### src/rtl/mmpq_pkg.sv
// mmpq_pkg: sizes, function and status codes and sequencer states for the
// min/max priority queue core. No dependencies; used by every file but mmpq_ram.
package mmpq_pkg;

  // table depth and derived widths
  localparam int CAPACITY = 32;
  localparam int IDX_W    = (CAPACITY > 1) ? $clog2(CAPACITY) : 1;
  localparam int CNT_W    = $clog2(CAPACITY + 1);

  // fixed field widths
  localparam int VAL_W  = 32;
  localparam int FUNC_W = 2;
  localparam int STAT_W = 2;
  localparam int OCC_W  = 6;

  typedef logic signed [VAL_W-1:0] value_t;
  typedef logic [FUNC_W-1:0]       func_t;
  typedef logic [STAT_W-1:0]       status_t;
  typedef logic [OCC_W-1:0]        occ_t;

  // function codes
  localparam func_t FN_PUSH     = 2'd0;
  localparam func_t FN_POP_LOW  = 2'd1;
  localparam func_t FN_POP_HIGH = 2'd2;

  // status codes
  localparam status_t ST_DONE  = 2'd0;
  localparam status_t ST_FULL  = 2'd1;
  localparam status_t ST_EMPTY = 2'd2;

  // sequencer states
  typedef enum logic [2:0] {
    S_IDLE,
    S_PUSH_SCAN,
    S_POP_SCAN,
    S_POP_LAST,
    S_FINISH
  } state_t;

endpackage

### src/rtl/mmpq_req_if.sv
// mmpq_req_if: request channel (valid/ready plus push/pop command).
// Depends on mmpq_pkg for field types.
interface mmpq_req_if;
  import mmpq_pkg::*;

  logic   valid;
  logic   ready;
  func_t  func;
  value_t push_value;

  modport source (output valid, output func, output push_value, input ready);
  modport sink (input valid, input func, input push_value, output ready);
endinterface

### src/rtl/mmpq_rsp_if.sv
// mmpq_rsp_if: result channel (valid/ready plus popped value, status, occupancy).
// Depends on mmpq_pkg for field types.
interface mmpq_rsp_if;
  import mmpq_pkg::*;

  logic    valid;
  logic    ready;
  value_t  popped_value;
  status_t status;
  occ_t    occupancy;

  modport source (output valid, output popped_value, output status, output occupancy,
                  input ready);
  modport sink (input valid, input popped_value, input status, input occupancy,
                output ready);
endinterface

### src/rtl/mmpq_ram.sv
// mmpq_ram: generic single-write, single-read RAM with registered read data.
// No dependencies.
module mmpq_ram #(
  parameter int WIDTH = 32,
  parameter int DEPTH = 32
) (
  input  logic                                        clk,
  input  logic                                        wr_en,
  input  logic [((DEPTH > 1) ? $clog2(DEPTH) : 1)-1:0] wr_addr,
  input  logic [WIDTH-1:0]                            wr_data,
  input  logic                                        rd_en,
  input  logic [((DEPTH > 1) ? $clog2(DEPTH) : 1)-1:0] rd_addr,
  output logic [WIDTH-1:0]                            rd_data
);

  logic [WIDTH-1:0] mem [DEPTH];

  // write port
  always_ff @(posedge clk) begin
    if (wr_en) begin
      mem[wr_addr] <= wr_data;
    end
  end

  // registered read port
  always_ff @(posedge clk) begin
    if (rd_en) begin
      rd_data <= mem[rd_addr];
    end
  end

endmodule

### src/rtl/min_max_priority_queue_core.sv
// min_max_priority_queue_core: double-ended priority queue top level.
// Depends on mmpq_pkg, mmpq_req_if, mmpq_rsp_if and mmpq_ram.
//
// Usage:
//   req carries one command per transfer: push a signed value, pop the lowest
//   or pop the highest stored value. rsp returns exactly one result per
//   command: the popped value (0 for push or empty), a status code and the
//   occupancy after the command.
//   Values live in a CAPACITY-entry RAM; valid marks and the count are flops.
//   A push walks the valid marks from slot 0, one slot a cycle, and writes
//   the first free slot, then moves on to the finish step.
//   A pop streams every slot through the RAM read port, one a cycle, into a
//   single compare unit that keeps the best value (ties keep the lower slot).
//   Full push, empty pop and unused codes go straight to the finish step.
//   req.ready is high only while idle: no new command is taken until the last one is done.
//   The result sits in an output register, so a new command is taken while a
//   previous result still waits; if the receiver stalls, the next result
//   waits in the finish step until the output register is free.
//   Reset (synchronous, active high) empties the queue at once; no clearing
//   pass is needed.
module min_max_priority_queue_core (
  input logic         clk,
  input logic         rst,
  mmpq_req_if.sink    req,
  mmpq_rsp_if.source  rsp
);
  import mmpq_pkg::*;

  state_t               state;
  state_t               state_next;
  func_t                op_func;
  value_t               op_value;
  logic [IDX_W-1:0]     scan_idx;
  logic [CAPACITY-1:0]  slot_valid;
  logic [CNT_W-1:0]     count;
  logic [CNT_W-1:0]     count_after;
  status_t              res_status;

  logic                 cmp_vld;
  logic [IDX_W-1:0]     cmp_idx;
  logic                 best_have;
  logic [IDX_W-1:0]     best_idx;
  value_t               best_val;

  logic                 rsp_valid;
  value_t               rsp_value;
  status_t              rsp_status;
  occ_t                 rsp_occ;

  logic                 req_fire;
  logic                 slot_free;
  logic                 can_load;
  logic                 op_is_pop;
  logic                 pop_take;
  logic                 ram_wr_en;
  logic                 ram_rd_en;
  logic [VAL_W-1:0]     ram_rd_data;
  value_t               cand_val;
  logic                 better;
  logic                 take;

  // handshake and decode
  assign req.ready  = (state == S_IDLE);
  assign req_fire   = req.valid && req.ready;
  assign slot_free  = !slot_valid[scan_idx];
  assign can_load   = !rsp_valid || rsp.ready;
  assign op_is_pop  = (op_func == FN_POP_LOW) || (op_func == FN_POP_HIGH);
  assign pop_take   = op_is_pop && (res_status == ST_DONE);
  assign count_after = pop_take ? count - CNT_W'(1) : count;

  // next state
  always_comb begin
    state_next = state;
    unique case (state)
      S_IDLE: begin
        if (req_fire) begin
          if (req.func == FN_PUSH) begin
            state_next = (count == CNT_W'(CAPACITY)) ? S_FINISH : S_PUSH_SCAN;
          end else if (req.func == FN_POP_LOW || req.func == FN_POP_HIGH) begin
            state_next = (count == '0) ? S_FINISH : S_POP_SCAN;
          end else begin
            state_next = S_FINISH;
          end
        end
      end
      S_PUSH_SCAN: begin
        if (slot_free) begin
          state_next = S_FINISH;
        end
      end
      S_POP_SCAN: begin
        if (scan_idx == IDX_W'(CAPACITY - 1)) begin
          state_next = S_POP_LAST;
        end
      end
      S_POP_LAST: begin
        state_next = S_FINISH;
      end
      S_FINISH: begin
        if (can_load) begin
          state_next = S_IDLE;
        end
      end
      default: begin
        state_next = S_IDLE;
      end
    endcase
  end

  // sequencer outputs: ram strobes
  always_comb begin
    ram_wr_en = 1'b0;
    ram_rd_en = 1'b0;
    unique case (state)
      S_PUSH_SCAN: ram_wr_en = slot_free;
      S_POP_SCAN:  ram_rd_en = 1'b1;
      default: begin
        ram_wr_en = 1'b0;
        ram_rd_en = 1'b0;
      end
    endcase
  end

  // value store
  mmpq_ram #(
    .WIDTH (VAL_W),
    .DEPTH (CAPACITY)
  ) u_ram (
    .clk     (clk),
    .wr_en   (ram_wr_en),
    .wr_addr (scan_idx),
    .wr_data (op_value),
    .rd_en   (ram_rd_en),
    .rd_addr (scan_idx),
    .rd_data (ram_rd_data)
  );

  // shared compare unit
  assign cand_val = $signed(ram_rd_data);
  assign better   = (op_func == FN_POP_HIGH) ? (cand_val > best_val) : (cand_val < best_val);
  assign take     = cmp_vld && (!best_have || better);

  // state register
  always_ff @(posedge clk) begin
    if (rst) begin
      state <= S_IDLE;
    end else begin
      state <= state_next;
    end
  end

  // command capture, scan counter, valid marks and count
  always_ff @(posedge clk) begin
    if (rst) begin
      slot_valid <= '0;
      count      <= '0;
      scan_idx   <= '0;
      res_status <= ST_DONE;
      op_func    <= FN_PUSH;
    end else begin
      if (req_fire) begin
        op_func    <= req.func;
        scan_idx   <= '0;
        res_status <= ST_DONE;
        if (req.func == FN_PUSH && count == CNT_W'(CAPACITY)) begin
          res_status <= ST_FULL;
        end else if ((req.func == FN_POP_LOW || req.func == FN_POP_HIGH) && count == '0) begin
          res_status <= ST_EMPTY;
        end
      end
      if (state == S_PUSH_SCAN) begin
        if (slot_free) begin
          slot_valid[scan_idx] <= 1'b1;
          count                <= count + CNT_W'(1);
        end else begin
          scan_idx <= scan_idx + IDX_W'(1);
        end
      end
      if (state == S_POP_SCAN) begin
        scan_idx <= scan_idx + IDX_W'(1);
      end
      if (state == S_FINISH && can_load && pop_take) begin
        slot_valid[best_idx] <= 1'b0;
        count                <= count - CNT_W'(1);
      end
    end
  end

  // push payload
  always_ff @(posedge clk) begin
    if (req_fire) begin
      op_value <= req.push_value;
    end
  end

  // compare pipeline control
  always_ff @(posedge clk) begin
    if (rst) begin
      cmp_vld   <= 1'b0;
      best_have <= 1'b0;
    end else begin
      cmp_vld <= (state == S_POP_SCAN) && slot_valid[scan_idx];
      if (req_fire) begin
        best_have <= 1'b0;
      end else if (take) begin
        best_have <= 1'b1;
      end
    end
  end

  // compare pipeline payload
  always_ff @(posedge clk) begin
    cmp_idx <= scan_idx;
    if (take) begin
      best_val <= cand_val;
      best_idx <= cmp_idx;
    end
  end

  // result register
  always_ff @(posedge clk) begin
    if (rst) begin
      rsp_valid <= 1'b0;
    end else if (state == S_FINISH && can_load) begin
      rsp_valid <= 1'b1;
    end else if (rsp.ready) begin
      rsp_valid <= 1'b0;
    end
  end

  always_ff @(posedge clk) begin
    if (state == S_FINISH && can_load) begin
      rsp_value  <= pop_take ? best_val : '0;
      rsp_status <= res_status;
      rsp_occ    <= OCC_W'(count_after);
    end
  end

  assign rsp.valid        = rsp_valid;
  assign rsp.popped_value = rsp_value;
  assign rsp.status       = rsp_status;
  assign rsp.occupancy    = rsp_occ;

  // count never exceeds the table depth
  a_count_range: assert property (@(posedge clk) disable iff (rst)
    count <= CNT_W'(CAPACITY))
    else $error("stored count above capacity");

  // count tracks the valid marks
  a_count_marks: assert property (@(posedge clk) disable iff (rst)
    $countones(slot_valid) == int'(count))
    else $error("stored count disagrees with valid marks");

  // a successful pop always has a candidate from the scan
  a_pop_found: assert property (@(posedge clk) disable iff (rst)
    (state == S_FINISH && pop_take) |-> best_have && slot_valid[best_idx])
    else $error("pop finished without a valid candidate");

  // a push that starts scanning ends by filling a slot
  a_push_fill: assert property (@(posedge clk) disable iff (rst)
    (state == S_PUSH_SCAN && state_next == S_FINISH) |=> slot_valid[$past(scan_idx)])
    else $error("push scan finished without filling a slot");

endmodule
### src/flat_wrapper.sv
// flat-port wrapper written by rule: the top's interface ports become plain ports
module min_max_priority_queue_core_flat import mmpq_pkg::*;
  (clk, rst, req_valid, req_func, req_push_value, req_ready, rsp_valid, rsp_popped_value, rsp_status, rsp_occupancy, rsp_ready);
  mmpq_req_if req_i ();
  mmpq_rsp_if rsp_i ();
  input logic clk;
  input logic rst;
  input wire logic [$bits(req_i.valid)-1:0] req_valid;
  input wire logic [$bits(req_i.func)-1:0] req_func;
  input wire logic [$bits(req_i.push_value)-1:0] req_push_value;
  output wire logic [$bits(req_i.ready)-1:0] req_ready;
  output wire logic [$bits(rsp_i.valid)-1:0] rsp_valid;
  output wire logic [$bits(rsp_i.popped_value)-1:0] rsp_popped_value;
  output wire logic [$bits(rsp_i.status)-1:0] rsp_status;
  output wire logic [$bits(rsp_i.occupancy)-1:0] rsp_occupancy;
  input wire logic [$bits(rsp_i.ready)-1:0] rsp_ready;
  assign req_i.valid = req_valid;
  assign req_i.func = req_func;
  assign req_i.push_value = req_push_value;
  assign req_ready = req_i.ready;
  assign rsp_valid = rsp_i.valid;
  assign rsp_popped_value = rsp_i.popped_value;
  assign rsp_status = rsp_i.status;
  assign rsp_occupancy = rsp_i.occupancy;
  assign rsp_i.ready = rsp_ready;
  min_max_priority_queue_core u_core (.clk(clk), .rst(rst), .req(req_i), .rsp(rsp_i));
endmodule
### config.mk
export PLATFORM = sky130hd
export DESIGN_NAME = min_max_priority_queue_core_flat
export DESIGN_NICKNAME = d
export VERILOG_FILES = /design/src/rtl/mmpq_pkg.sv /design/src/rtl/mmpq_req_if.sv /design/src/rtl/mmpq_rsp_if.sv /design/src/rtl/mmpq_ram.sv /design/src/rtl/min_max_priority_queue_core.sv /design/src/flat_wrapper.sv
export SDC_FILE = /design/constraint.sdc
export NUM_CORES = 1
export LEC_CHECK = 0
export BUFFER_PORTS_ARGS = -buffer_cell sky130_fd_sc_hd__buf_4
export CAP_MARGIN = 20
export CORE_MARGIN = 2
export CORE_UTILIZATION = 62
export DETAILED_ROUTE_END_ITERATION = 7
export PLACE_DENSITY = 0.84
export SYNTH_ARGS = -nofsm -noshare
export SYNTH_HDL_FRONTEND = slang
export SYNTH_SLANG_ARGS = --single-unit
### constraint.sdc
create_clock -name clk -period 7.15 [get_ports clk]
set_clock_uncertainty 0.2 [all_clocks]
set_input_delay 0.3575 -clock clk [delete_from_list [all_inputs] [get_ports clk]]
set_output_delay 0.3575 -clock clk [all_outputs]
set_load 0.005 [all_outputs]
Word level (Yosys, flattened, before mapping):

Memories as Yosys holds them, arrays and structs flattened. A register that Yosys moved wholly into a read port is not among the register bits.
Index checks and enable logic that the tools add are counted.
W data, S select, Z words.

* register bits after elaboration: 167
* RAM bits: 1024
* output and inout port bits: 42
* word-level logic and storage cells: 106
* memories kept: 1

Memory list
* u_core.u_ram.mem: words 32, bits a word 32, read ports 1, clocked after memory_dff 1, write ports 1, line mmpq_ram.sv:16 `logic [WIDTH-1:0] mem [DEPTH];`

* add/subtract/negate cells: 3
* $lt $le $gt $ge: 6
* eq/ne operators: 15
* muxes and demuxes: 36
* bitwise logic cells: 3
* reductions and logical operators: 26

Operator list (number)
* $mux W32: 4
* $and A32 B32 Y32: 1
* $gt A32 B32 Y1: 1
* $lt A32 B32 Y1: 1
* $not A32 Y32: 1
* $or A32 B32 Y32: 1
* $mux W3: 8
* $mux W6: 4
* $mux W5: 4
* $pmux W3 S5: 1
* $lt A5 B6 Y1 const B: 2
* $demux W1 S5: 2
* $ge A5 B1 Y1 const B: 2
* $logic_and A1 B1 Y1: 10
* $mux W1: 10
* $add A6 B1 Y6 const B: 1
* $eq A3 B2 Y1 const B: 2
* $eq A6 B6 Y1 const B: 1
* $logic_not A6 Y1: 1
* $ne A2 B1 Y1 const B: 3
* $sub A6 B1 Y6 const B: 1
* $add A5 B1 Y5 const B: 1
* $bmux W1 S5: 1
* $eq A5 B5 Y1 const B: 1
* 14 further kinds: 25

Longest topological paths before layout:

* depth after elaboration: 10
* mapped depth: 11
* mapped depth without buffers: 9

By module:

A second synthesis with hierarchy kept.

* cells, all modules: 2843
* area total of the unflattened synthesis: 48103.6 um2

By module, submodules not included
* mmpq_ram: times used 1, cells an instance 2260, area each 40805.4 um2, sequential area each 31710.4 um2
* min_max_priority_queue_core: times used 1, cells an instance 583, area each 7298.2 um2, sequential area each 4434.3 um2

Least setup slack after synthesis:

No wires, ideal clock.

* path type: reg2reg
* start: register u_core.u_ram.rd_data[1] (read register of u_core.u_ram.mem)
* end: register u_core.best_idx[0] (enable)
* library setup time: 0.499 ns
* arrival time: 4.652 ns
* required time: 6.451 ns
* setup slack: 1.799 ns
* stages on the path, launching flop included: 9
* buffers on the path: 0
* cell sequence: edfxtp_1 ha_1 nor2b_1 o211ai_1 a21boi_0 o41ai_1 nand2_1 o211a_1 a311oi_1

* cells in the longest elaborated chain, start to end: 4
* elaborated cells between the ends (all ways): 5

Ends and longest elaborated chain
* start, declared: line mmpq_ram.sv:13 `output logic [WIDTH-1:0] rd_data`
* $lt A32 B32 Y1 or $gt A32 B32 Y1 (tied branches): line min_max_priority_queue_core.sv:140 `assign better = (op_func == FN_POP_HIGH) ? (cand_val > best_val) : (cand_val < best_val);`
* $mux W1 (*): line min_max_priority_queue_core.sv:140
* $logic_or A1 B1 Y1 (*): line min_max_priority_queue_core.sv:141 `assign take = cmp_vld && (!best_have || better);`
* $logic_and A1 B1 Y1 (*): line min_max_priority_queue_core.sv:141
* via u_core.take: line min_max_priority_queue_core.sv:60 `logic take;`
* end signal, assigned: line min_max_priority_queue_core.sv:216 `best_idx <= cmp_idx;`
* end, declared: line min_max_priority_queue_core.sv:42 `logic [IDX_W-1:0] best_idx;`

The timed path passes the listed nets; every way through them passes the cells marked *.
A chain may end at the register's enable or synchronous reset.

Final worst setup path:

* start: register u_core.scan_idx[2]
* end: memory u_core.u_ram.mem[4][12] (enable)

* cells in the longest elaborated chain, start to end: 6

Ends and longest elaborated chain
* start, declared: line min_max_priority_queue_core.sv:33 `logic [IDX_W-1:0] scan_idx;`
* start signal, assigned: line min_max_priority_queue_core.sv:176 `scan_idx <= scan_idx + IDX_W'(1);`
* start signal, assigned: line min_max_priority_queue_core.sv:180 `scan_idx <= scan_idx + IDX_W'(1);`
* $bmux W1 S5: line min_max_priority_queue_core.sv:65 `assign slot_free = !slot_valid[scan_idx];`
* $mux W1 (implied by the code): line min_max_priority_queue_core.sv:65
* $logic_not A1 Y1: line min_max_priority_queue_core.sv:65
* $mux W1: line min_max_priority_queue_core.sv:114 `unique case (state)`
* $mux W1: line mmpq_ram.sv:20 `if (wr_en) begin`
* $mux W1 (implied by the code): line mmpq_ram.sv:21 `mem[wr_addr] <= wr_data;`
* end, declared: line mmpq_ram.sv:16

Several ways; a longest one is shown, not always the timed one. The select of a mux whose other input is x is not followed.

==> flow_summary.ini <==
[status]
status = finished, final reports clean

[grt]
overflow = 0
grt_pass1_vias = 25287
use_met1_pct = 41.52
use_met3_pct = 7.631
grt_pass1_wl_mm = 178.8
grt-busiest-layer = met2
grt_max_degree = 142
antenna_found_initial = 5
grt_util_met2_pct = 53.65
groute.usage.overall_pct = 32.60

[power_and_ir_drop]
power_w = 0.01492
worst_ir_drop_vdd_v = 0.0003386
cellPowerDensity_mw_per_mm2 = 279.8
p_leak_nw = 16.67

[die]
die_x_um = 278.0
die-area_sq_mm = 0.07726
start_util_pct = 62.61
core_sq_mm = 0.07432
dieHeight_um = 278.0
io-pin-count = 80
std_cell_rows = 100

[worst_setup_path]
path_max_fanout = 45
crit_type = flip-flop to flip-flop
end_kind = flip-flop
critPathLaunchType = flip-flop
required_ps = 7340
crit_path_cell_trace = nand3b_1 > o22ai_1 > o21ai_0 > nand2_1 > nor4_4 > buf_4 > nand2_1 > nor2_4 > buf_4
cpPeakStageDelay_ps = 990
cp.arrival_ps = 5440
critPathSlowestCell = nor2_4

[route]
drc = 0
viasPerCell = 7.311
routedWlPerCell_um = 36.18
firstDrtPassIters = 6
dr_total_vias = 25326
drtIter0Drc = 4303
antenna_left = 0
drt-total-wl_mm = 125.3

[sta]
layout_min_cycle_time_ps = 5242
hold_viol = 0
rsz0062_at_grt = false
setup_viol = 0
period_share_pct = 73.32
tightest_slew_ps = 1207
fmax_mhz = 190.8
drv_slew = 0
final.setup.tns_ps = 0
slew_headroom_pct = 19.57

[clocking]
cts.sinks = 1223
clk_pin_slew_ps = 70
cts_tree = done
clk_latency_ps = 710
clockRootBuffer = clkbuf_16
cts-resized-gates = 0
cts_inserted_buffers = 114
clk_path_buf_depth = 3
htreeDepth = 3

[synth]
async_reset_ff_share_pct = 0
synth.lib_cells_used.distinct = 63
avgSynthCellArea_sq_um = 21.16
ys_ff_latch = 1223
synth_edf_count = 1165
ys.flop_type = edfxtp_1
ys_seq_area_share_pct = 77.67
synth_nets = 2278
syn-cell-area_sq_mm = 0.04653
ys_warn_count = 0
synthCells = 2199

[cells_and_area]
fillers = 3920
final_common_cell = edfxtp_1
final_core_util_pct = 71.73
final_net_count = 2473
areaGrowthSynthToFinish_pct = 14.55
layout_common_cells = edfxtp_1, mux4_2, a22oi_1, buf_4, clkbuf_16
drive_gt1_share_pct = 26.03
final_cell_area_sq_mm = 0.05331

[place]
placed_cell_area_sq_mm = 0.04864
place_congestion = 0.8477
hpwl_mm = 63.80
io_buffers = 79

[run]
cap_viol_max_count = 0

[worst_hold_path]
worst_hold_path_type = primary input to flip-flop
-- sequential cells by signal, indices dropped and copies added (netlist names) --
signal / cells
u_core.state: 3
u_core.best_have: 1
u_core.slot_valid: 32
u_core.u_ram.mem: 1024
u_core.op_func: 2
u_core.rsp.popped_value: 32
u_core.cmp_idx: 5
u_core.count: 6
u_core.best_idx: 5
u_core.u_ram.rd_data: 32
u_core.cmp_vld: 1
u_core.rsp.status: 2
u_core.rsp.occupancy: 6
u_core.rsp.valid: 1
u_core.op_value: 32
u_core.scan_idx: 5
u_core.res_status: 2
u_core.best_val: 32
-- Yosys cell counts, drive strengths merged (12+ instances only) --
cell type  count  area, sq um
buf           41        240.2
a211oi        31        232.7
a21oi         24        120.1
clkbuf        76        286.5
nor3          17        90.09
inv           45        168.9
and2          34        212.7
a22oi        131        983.4
edfxtp      1165        34980
nand4         40        250.2
o21ai         12        63.81
nor2          48        180.2
dfxtp         58         1161
a31oi         34        212.7
ha            41        513.0
mux4         256         5766
nand2         28        105.1
-- cells by family after synthesis --
logic type | share of synthesized area [%]
mux | 12.88
flops | 77.67
fa+ha+maj | 1.102
simple gates | 2.718
buf+inv | 1.503
xor+xnor | 0.09412
compound gates | 4.033
-- layer usage --
layer | wire [um] | vias up
met4 | 6721 | 10
met5 | 156 | -
met3 | 14960 | 433
met2 | 62690 | 2402
met1 | 40800 | 12852
li1 | - | 9629
-- critical path: cells and delay by family (launching register included) --
kind | cells | cell delay [ps]
AOI/OAI and AO/OA | 2 | 480
buffers and inverters | 2 | 800
DFF | 1 | 830
and+or+nand+nor | 5 | 2550
-- path summary, 6_finish.rpt --
check	depth (start not counted)	slack [ps]	end	from
worst min-delay path	4	140	u_core.scan_idx[0]$_SDFF_PP0_	req_valid
worst max-delay path	9	1910	u_core.u_ram.mem[4][12]$_DFFE_PP_	u_core.scan_idx[2]$_SDFF_PP0_
worst max register to register	9	1910	u_core.u_ram.mem[4][12]$_DFFE_PP_	u_core.scan_idx[2]$_SDFF_PP0_
worst min register to register	0	220	u_core.best_idx[0]$_DFFE_PP_	u_core.cmp_idx[0]$_DFF_P_
-- stage by stage --
step	setup slack [ps]	hold slack, ps	std cells
finish	1908	144.2	3464
detailed placement	2110	206.0	3186
global placement	2267	191.0	3178
global route	1840	165.2	3462
floorplan	1799	131.9	2199
CTS	1958	103.3	3439
-- area by class of cell --
type / instances / area [sq um] / share of cell area, %
repair buffers: 196 / 2090 / 3.920
inverters: 46 / 172.7 / 0.3239
diodes: 2 / 5.005 / 0.009389
multi-input cells: 813 / 9961 / 18.69
clock inverters: 78 / 754.5 / 1.415
clock buffers: 137 / 2960 / 5.553
flip-flops and latches: 1223 / 36150 / 67.82
well taps: 969 / 1212 / 2.274
-- report_power, final --
part | total [W] | switching, W | internal, W
registers | 0.00819 | 0.000146 | 0.00804
logic | 0.000630 | 0.000364 | 0.000266
clock network | 0.00610 | 0.00272 | 0.00337
-- what timing repair did --
action                     CTS  global route
buffers inserted             0             0
hold endpoints to repair    40             0
setup endpoints to repair    0             0
hold buffers                38             0
Power figures use the tool's default switching activity.
